`src/hw/rtl/assert_macros.svh`:
```
// assertion macros included by the rtl top level
`ifndef ASSERT_MACROS_SVH
`define ASSERT_MACROS_SVH

// antecedent implies consequent in the same cycle
`define ASSERT_SAME(label, clk, rst_n, ante, cons) \
  label: assert property (@(posedge clk) disable iff (!rst_n) (ante) |-> (cons)) \
    else $error("assertion failed");

// antecedent implies consequent in the next cycle
`define ASSERT_NEXT(label, clk, rst_n, ante, cons) \
  label: assert property (@(posedge clk) disable iff (!rst_n) (ante) |=> (cons)) \
    else $error("assertion failed");

// condition holds at every edge out of reset
`define ASSERT_ALWAYS(label, clk, rst_n, cond) \
  label: assert property (@(posedge clk) disable iff (!rst_n) (cond)) \
    else $error("assertion failed");

`endif

```
`src/hw/rtl/jfna_pkg.sv`:
```
// constants and types of the four-neighbour average block
package jfna_pkg;

  localparam int MAX_WIDTH     = 1024;
  localparam int MAX_HEIGHT    = 4096;
  localparam int SAMPLE_BITS   = 32;
  localparam int COL_BITS      = $clog2(MAX_WIDTH);
  localparam int ROW_BITS      = $clog2(MAX_HEIGHT);
  localparam int CFG_W_BITS    = 11;
  localparam int CFG_H_BITS    = 13;
  localparam int CFG_DATA_BITS = 13;
  localparam int CFG_IDX_BITS  = 1;

  localparam int OQ_DEPTH    = 4;
  localparam int OQ_PTR_BITS = $clog2(OQ_DEPTH);
  localparam int OQ_CNT_BITS = $clog2(OQ_DEPTH + 1);

  localparam int IN_TDATA_BITS  = ((SAMPLE_BITS + 7) / 8) * 8;
  localparam int OUT_FIELD_BITS = SAMPLE_BITS + ROW_BITS + COL_BITS;
  localparam int OUT_TDATA_BITS = ((OUT_FIELD_BITS + 7) / 8) * 8;

  typedef enum logic [CFG_IDX_BITS-1:0] {
    REG_GRID_WIDTH  = 1'b0,
    REG_GRID_HEIGHT = 1'b1
  } cfg_reg_t;

  typedef struct packed {
    logic                    last;
    logic [COL_BITS-1:0]     column;
    logic [ROW_BITS-1:0]     row;
    logic [SAMPLE_BITS-1:0]  value;
  } result_t;

endpackage

```
`src/hw/rtl/jfna_out_fifo.sv`:
```
// small result queue taking up to two beats a cycle and giving one when out_ready is high
module jfna_out_fifo
  import jfna_pkg::*;
(
  input  logic                   clk,
  input  logic                   rst_n,
  input  logic [1:0]             push_cnt,
  input  result_t                push_first,
  input  result_t                push_second,
  output logic [OQ_CNT_BITS-1:0] fill,
  output logic                   out_valid,
  input  logic                   out_ready,
  output result_t                out_item
);

  result_t                store_r [OQ_DEPTH];
  logic [OQ_PTR_BITS-1:0] wr_ptr_r, wr_ptr_nxt;
  logic [OQ_PTR_BITS-1:0] rd_ptr_r, rd_ptr_nxt;
  logic [OQ_CNT_BITS-1:0] cnt_r, cnt_nxt;
  logic                   pop;

  assign out_valid = (cnt_r != '0);
  assign pop       = out_valid && out_ready;
  assign out_item  = store_r[rd_ptr_r];
  assign fill      = cnt_r;

  always_comb begin
    wr_ptr_nxt = wr_ptr_r + OQ_PTR_BITS'(push_cnt);
    rd_ptr_nxt = rd_ptr_r + OQ_PTR_BITS'(pop);
    cnt_nxt    = cnt_r + OQ_CNT_BITS'(push_cnt) - OQ_CNT_BITS'(pop);
  end

  always_ff @(posedge clk) begin
    if (!rst_n) begin
      wr_ptr_r <= '0;
      rd_ptr_r <= '0;
      cnt_r    <= '0;
    end else begin
      wr_ptr_r <= wr_ptr_nxt;
      rd_ptr_r <= rd_ptr_nxt;
      cnt_r    <= cnt_nxt;
    end
  end

  always_ff @(posedge clk) begin
    if (push_cnt != 2'd0) begin
      store_r[wr_ptr_r] <= push_first;
    end
    if (push_cnt == 2'd2) begin
      store_r[wr_ptr_r + OQ_PTR_BITS'(1)] <= push_second;
    end
  end

endmodule

```
`config.mk`:
```
export PLATFORM = sky130hd
export DESIGN_NAME = jfna_out_fifo
export DESIGN_NICKNAME = d
export VERILOG_FILES = /design/src/hw/rtl/assert_macros.svh /design/src/hw/rtl/jfna_pkg.sv /design/src/hw/rtl/jfna_out_fifo.sv
export SDC_FILE = /design/constraint.sdc
export NUM_CORES = 1
export LEC_CHECK = 0
export ABC_AREA = 1
export BUFFER_PORTS_ARGS = -buffer_cell sky130_fd_sc_hd__buf_2
export CAP_MARGIN = 10
export CORE_ASPECT_RATIO = 1.1
export CORE_MARGIN = 2
export CORE_UTILIZATION = 35
export CTS_BUF_LIST = sky130_fd_sc_hd__clkbuf_4 sky130_fd_sc_hd__clkbuf_8 sky130_fd_sc_hd__clkbuf_16
export DETAILED_ROUTE_END_ITERATION = 6
export HOLD_SLACK_MARGIN = 0.15
export PLACE_DENSITY_LB_ADDON = 0.2
export SKIP_CTS_REPAIR_TIMING = 1
export SKIP_LAST_GASP = 1
export SLEW_MARGIN = 20
export SYNTH_ARGS = -nofsm -noshare
export SYNTH_HDL_FRONTEND = slang
export SYNTH_SLANG_ARGS = --single-unit
```
`constraint.sdc`:
```
create_clock -name clk -period 8.2 [get_ports clk]
set_clock_uncertainty 0.15 [all_clocks]
set_input_delay 1.64 -clock clk [delete_from_list [all_inputs] [get_ports clk]]
set_output_delay 1.64 -clock clk [all_outputs]
set_load 0.02 [all_outputs]
```
# Word level (Yosys, flattened, before mapping)
# Memory sizes are Yosys's and may differ from the RTL's. A register that Yosys moved wholly into a read port is not among the register bits.
# Index checks and enable logic that the tools add are counted.
dict set report totals {
  regBits 7
  ram_bits 220
  inputBits 115
  elab_cells 18
  memories 1
}
# memory depth width rd rd_clocked_by_memory_dff write_ports line_no
set mem_list {}
lappend mem_list {store_r 4 55 1 1 2 jfna_out_fifo.sv:16} ;# result_t store_r [OQ_DEPTH];
dict set report classes {
  add_sub_neg 5
  eq_ne 1
  n_mux 5
  n_reduce_logical 3
}
# op n
set op_table {}
lappend op_table {{$mux W1} 4}
lappend op_table {{$add A3 B2 Y3} 1}
lappend op_table {{$reduce_bool A3 Y1} 1}
lappend op_table {{$sub A3 B1 Y3} 1}
lappend op_table {{$add A2 B1 Y2} 1}
lappend op_table {{$add A2 B1 Y2 const B} 1}
lappend op_table {{$add A2 B2 Y2} 1}
lappend op_table {{$eq A2 B2 Y1 const B} 1}
lappend op_table {{$mux W2} 1}
lappend op_table {{$reduce_bool A2 Y1} 1}
lappend op_table {{$logic_and A1 B1 Y1} 1}

# Longest topological paths before layout
dict set report depth {
  word_depth 4
  ltp_mapped 10
  ltp_nobuf 10
}

# Worst setup path after synthesis
# OpenSTA, ideal clock, no wires.
dict set report synth_timing {
  kind {input to register}
  startpoint {input port push_cnt[1]}
  endpoint {memory store_r[3][0] (netlist name), enable pin}
  setup_ns 0.550
  arrival_ns 5.764
  slack_ns 1.736
  path_stages 2
  path_buffers 0
  cell_sequence {nor2_1 > o31ai_1}
}
# element line_no
set synth_rtl {}
lappend synth_rtl {{start: declaration} jfna_out_fifo.sv:7} ;# input logic [1:0] push_cnt,
lappend synth_rtl {{end: declaration} jfna_out_fifo.sv:16}

==> out/results.txt <==
Status -> finished clean
Fin cells -> 1704
Routed length per instance -> 17.2 um
Critical Path Sink Type -> output port
Hold Crit Start -> fill[2]
Sequential area share after synthesis -> 59.9%
Clock slew at reported path FFs -> 0.06 ns
Avg Cell Area, Syn -> 9.89 um2
FMAX -> 219 MHz
CTS HTree Levels -> 1
Post-DP HPWL -> 16.8 mm
Vert. Die Dim -> 192 um
Reg2Reg Setup Slack -> 5.57 ns
Die area -> 0.0336 mm2
Worst hold path type -> register to register
Slew Limit Fails -> 0
CTS Buf Count -> 26
Cell area after synthesis -> 0.0113 mm2
WS Path Type -> register to output port
Dpl cells -> 1655
Vias -> 8571
First-pass GRT wire length -> 44.9 mm
Clock Sinks -> 227
Share of layout cells above drive strength 1 -> 21.2%
Post-synthesis instance total -> 1139
Largest area contributor in the netlist -> edfxtp_1
Least-Margin Pin Slew -> 1.08 ns
FP Rows -> 68
Hold Path End -> fill[2]
RSZ-0062 raised after global routing -> false
Antenna-violating nets left -> 0
Syn Nets -> 1258
DRT iter0 DRCs -> 687
Max-Cap Viols -> 0
DRT Pass-1 Iters -> 5
Critical path's slowest cell -> dfxtp_4
Final Wtd Congestion -> 0.703
Final WL -> 29.3 mm
Netlist cell types -> 26
# IOs -> 174
DRC violations left -> 0
Initial antenna violation count -> 2
Syn-to-layout area delta -> 14.9%
CP startpoint kind -> register
Critical Path RT -> 6.41 ns
Number of global-route vias before repair -> 7957
Worst Hold Depth -> 2
Fin Setup TNS -> 0 ns
Critical path's top delay family -> buffers and inverters
Starting Density -> 35.7%
Final number of hold-violating endpoints -> 0
Reg-to-Reg Start -> wr_ptr_r[0]
Total Routing Usage GR -> 17.2%
Total core area -> 0.0316 mm2
Die Span X -> 175 um
Critical path, cell by cell -> buf_4 -> o21ai_0 -> o22ai_1 -> buf_2
Skew-Pair Late Insertion Delay -> 0.52 ns
Pwr dens -> 262 mW/mm2
Largest net degree at the start of global routing -> 112
Synth top area share -> 58.7%
WP buf/inv -> 2
Area contributors post-synth -> edfxtp_1 59%, nand2_1 7.9%, o21ai_0 6.6%
Synth warn -> 0
Setup Viol. Count Final -> 0
Crit share post-route -> 55.6%
Placed inst area -> 0.0121 mm2
Final Net Count -> 1382
Design area -> 0.0129 mm2
Global route overflow -> 0
Min Tclk post-route -> 4.56 ns
R2R depth -> 4
Max IR drop VDD -> 117 uV
Finished Core Util -> 41.0%
Arr. time, crit path -> 2.77 ns
Vias per cell -> 5.03
Critical path startpoint -> rd_ptr_r[0]
CTS tree -> done
P_leak -> 0.00533 uW
Max stage delay on crit path -> 0.71 ns
CTS root buffer -> clkbuf_16
Yosys reg bits -> 227
Deepest clock path buffer count -> 3
Max-slew headroom -> 27.8%
Buffers added on ports -> 173
Crit Reg-Reg Endpoint -> store_r[1][25]
Max FO, Critical Path -> 64
## worst max-delay path by stage
stage                                 to  slack [ns]  depth (start not counted)
after CTS                   out_item[26]        3.61                          4
after detailed placement  store_r[1][38]        3.87                          6
final                       out_item[43]        3.64                          4
after global routing        out_item[26]        3.51                          4
after global placement    store_r[1][28]        3.91                          6
after floorplan            store_r[3][0]        1.74                          2
## sequential cells by signal, summed over array words and instances (netlist names)
signal and count:
wr_ptr_r 2, rd_ptr_r 2, store_r 220, fill 3
## where the power goes
part           switching, uW  total [uW]  internal [uW]
registers               49.7        1470           1420
logic                    605         848            243
clock network            453        1080            624
## cells by family after synthesis
logic type	synth area share (%)
AND/OR/NAND/NOR	12.5
AO/OA/AOI/OAI	19.1
adder cells (fa/ha/maj)	0.511
buffers and inverters	7.88
XOR/XNOR	0.156
flip-flops	59.9
## cell usage after synthesis (all sizes together)
cell and instances:
o21ai 331, nand2 240, edfxtp 220, nor2 122, inv 68, buf 56, o22ai 55, clkbuf 28
dfxtp 7, ha 3, nand3 3, a21oi 1, fa 1, nand4 1, o31ai 1, xnor2 1
xor2 1
## cells in the final DEF, fill, tap and decap left out, types with 3 or more instances in the layout
| cell | instances |
|---|---|
| ha_1 | 3 |
| inv_2 | 4 |
| buf_4 | 5 |
| inv_1 | 63 |
| clkbuf_16 | 27 |
| clkinv_1 | 9 |
| o21ai_0 | 149 |
| nor2_1 | 119 |
| o22ai_1 | 55 |
| dfxtp_1 | 5 |
| clkbuf_4 | 8 |
| nand2_1 | 234 |
| o21ai_1 | 146 |
| o21ai_2 | 36 |
| nand2_4 | 6 |
| buf_2 | 173 |
| edfxtp_1 | 220 |
## layer usage
layer / track usage (%) / routed length (um)
met1: 21.8 / 12600
met2: 30.7 / 14700
met3: 2.61 / 1660
met4: 4.39 / 444
met5: 0 / 0
## layout make-up
type / count / area, um2
multi-input combinational: 760 / 3690
sequential: 227 / 6750
clock inverter: 12 / 51.3
timing repair buffer: 180 / 926
fill: 3114 / 18600
inverter: 68 / 260
antenna: 2 / 5.00
tap: 420 / 526
clock buffer: 35 / 736
## worst register-to-register path: stages, from the launching register on
cell,delay [ns]
dfxtp_1,0.48
nor2_1,0.13
nand2_4,0.08
buf_6,0.60
nand2_4,0.70
## through the flow
stage	hold WS [ns]	worst slack, ns	total power [uW]
2_1_floorplan	0.415	1.74	2060
3_3_place_gp	0.353	3.91	2350
3_5_place_dp	0.375	3.87	2360
4_1_cts	0.386	3.61	3440
5_1_grt	0.425	3.51	3560
6_report	0.384	3.64	3390
(Power assumes the default switching activity.)
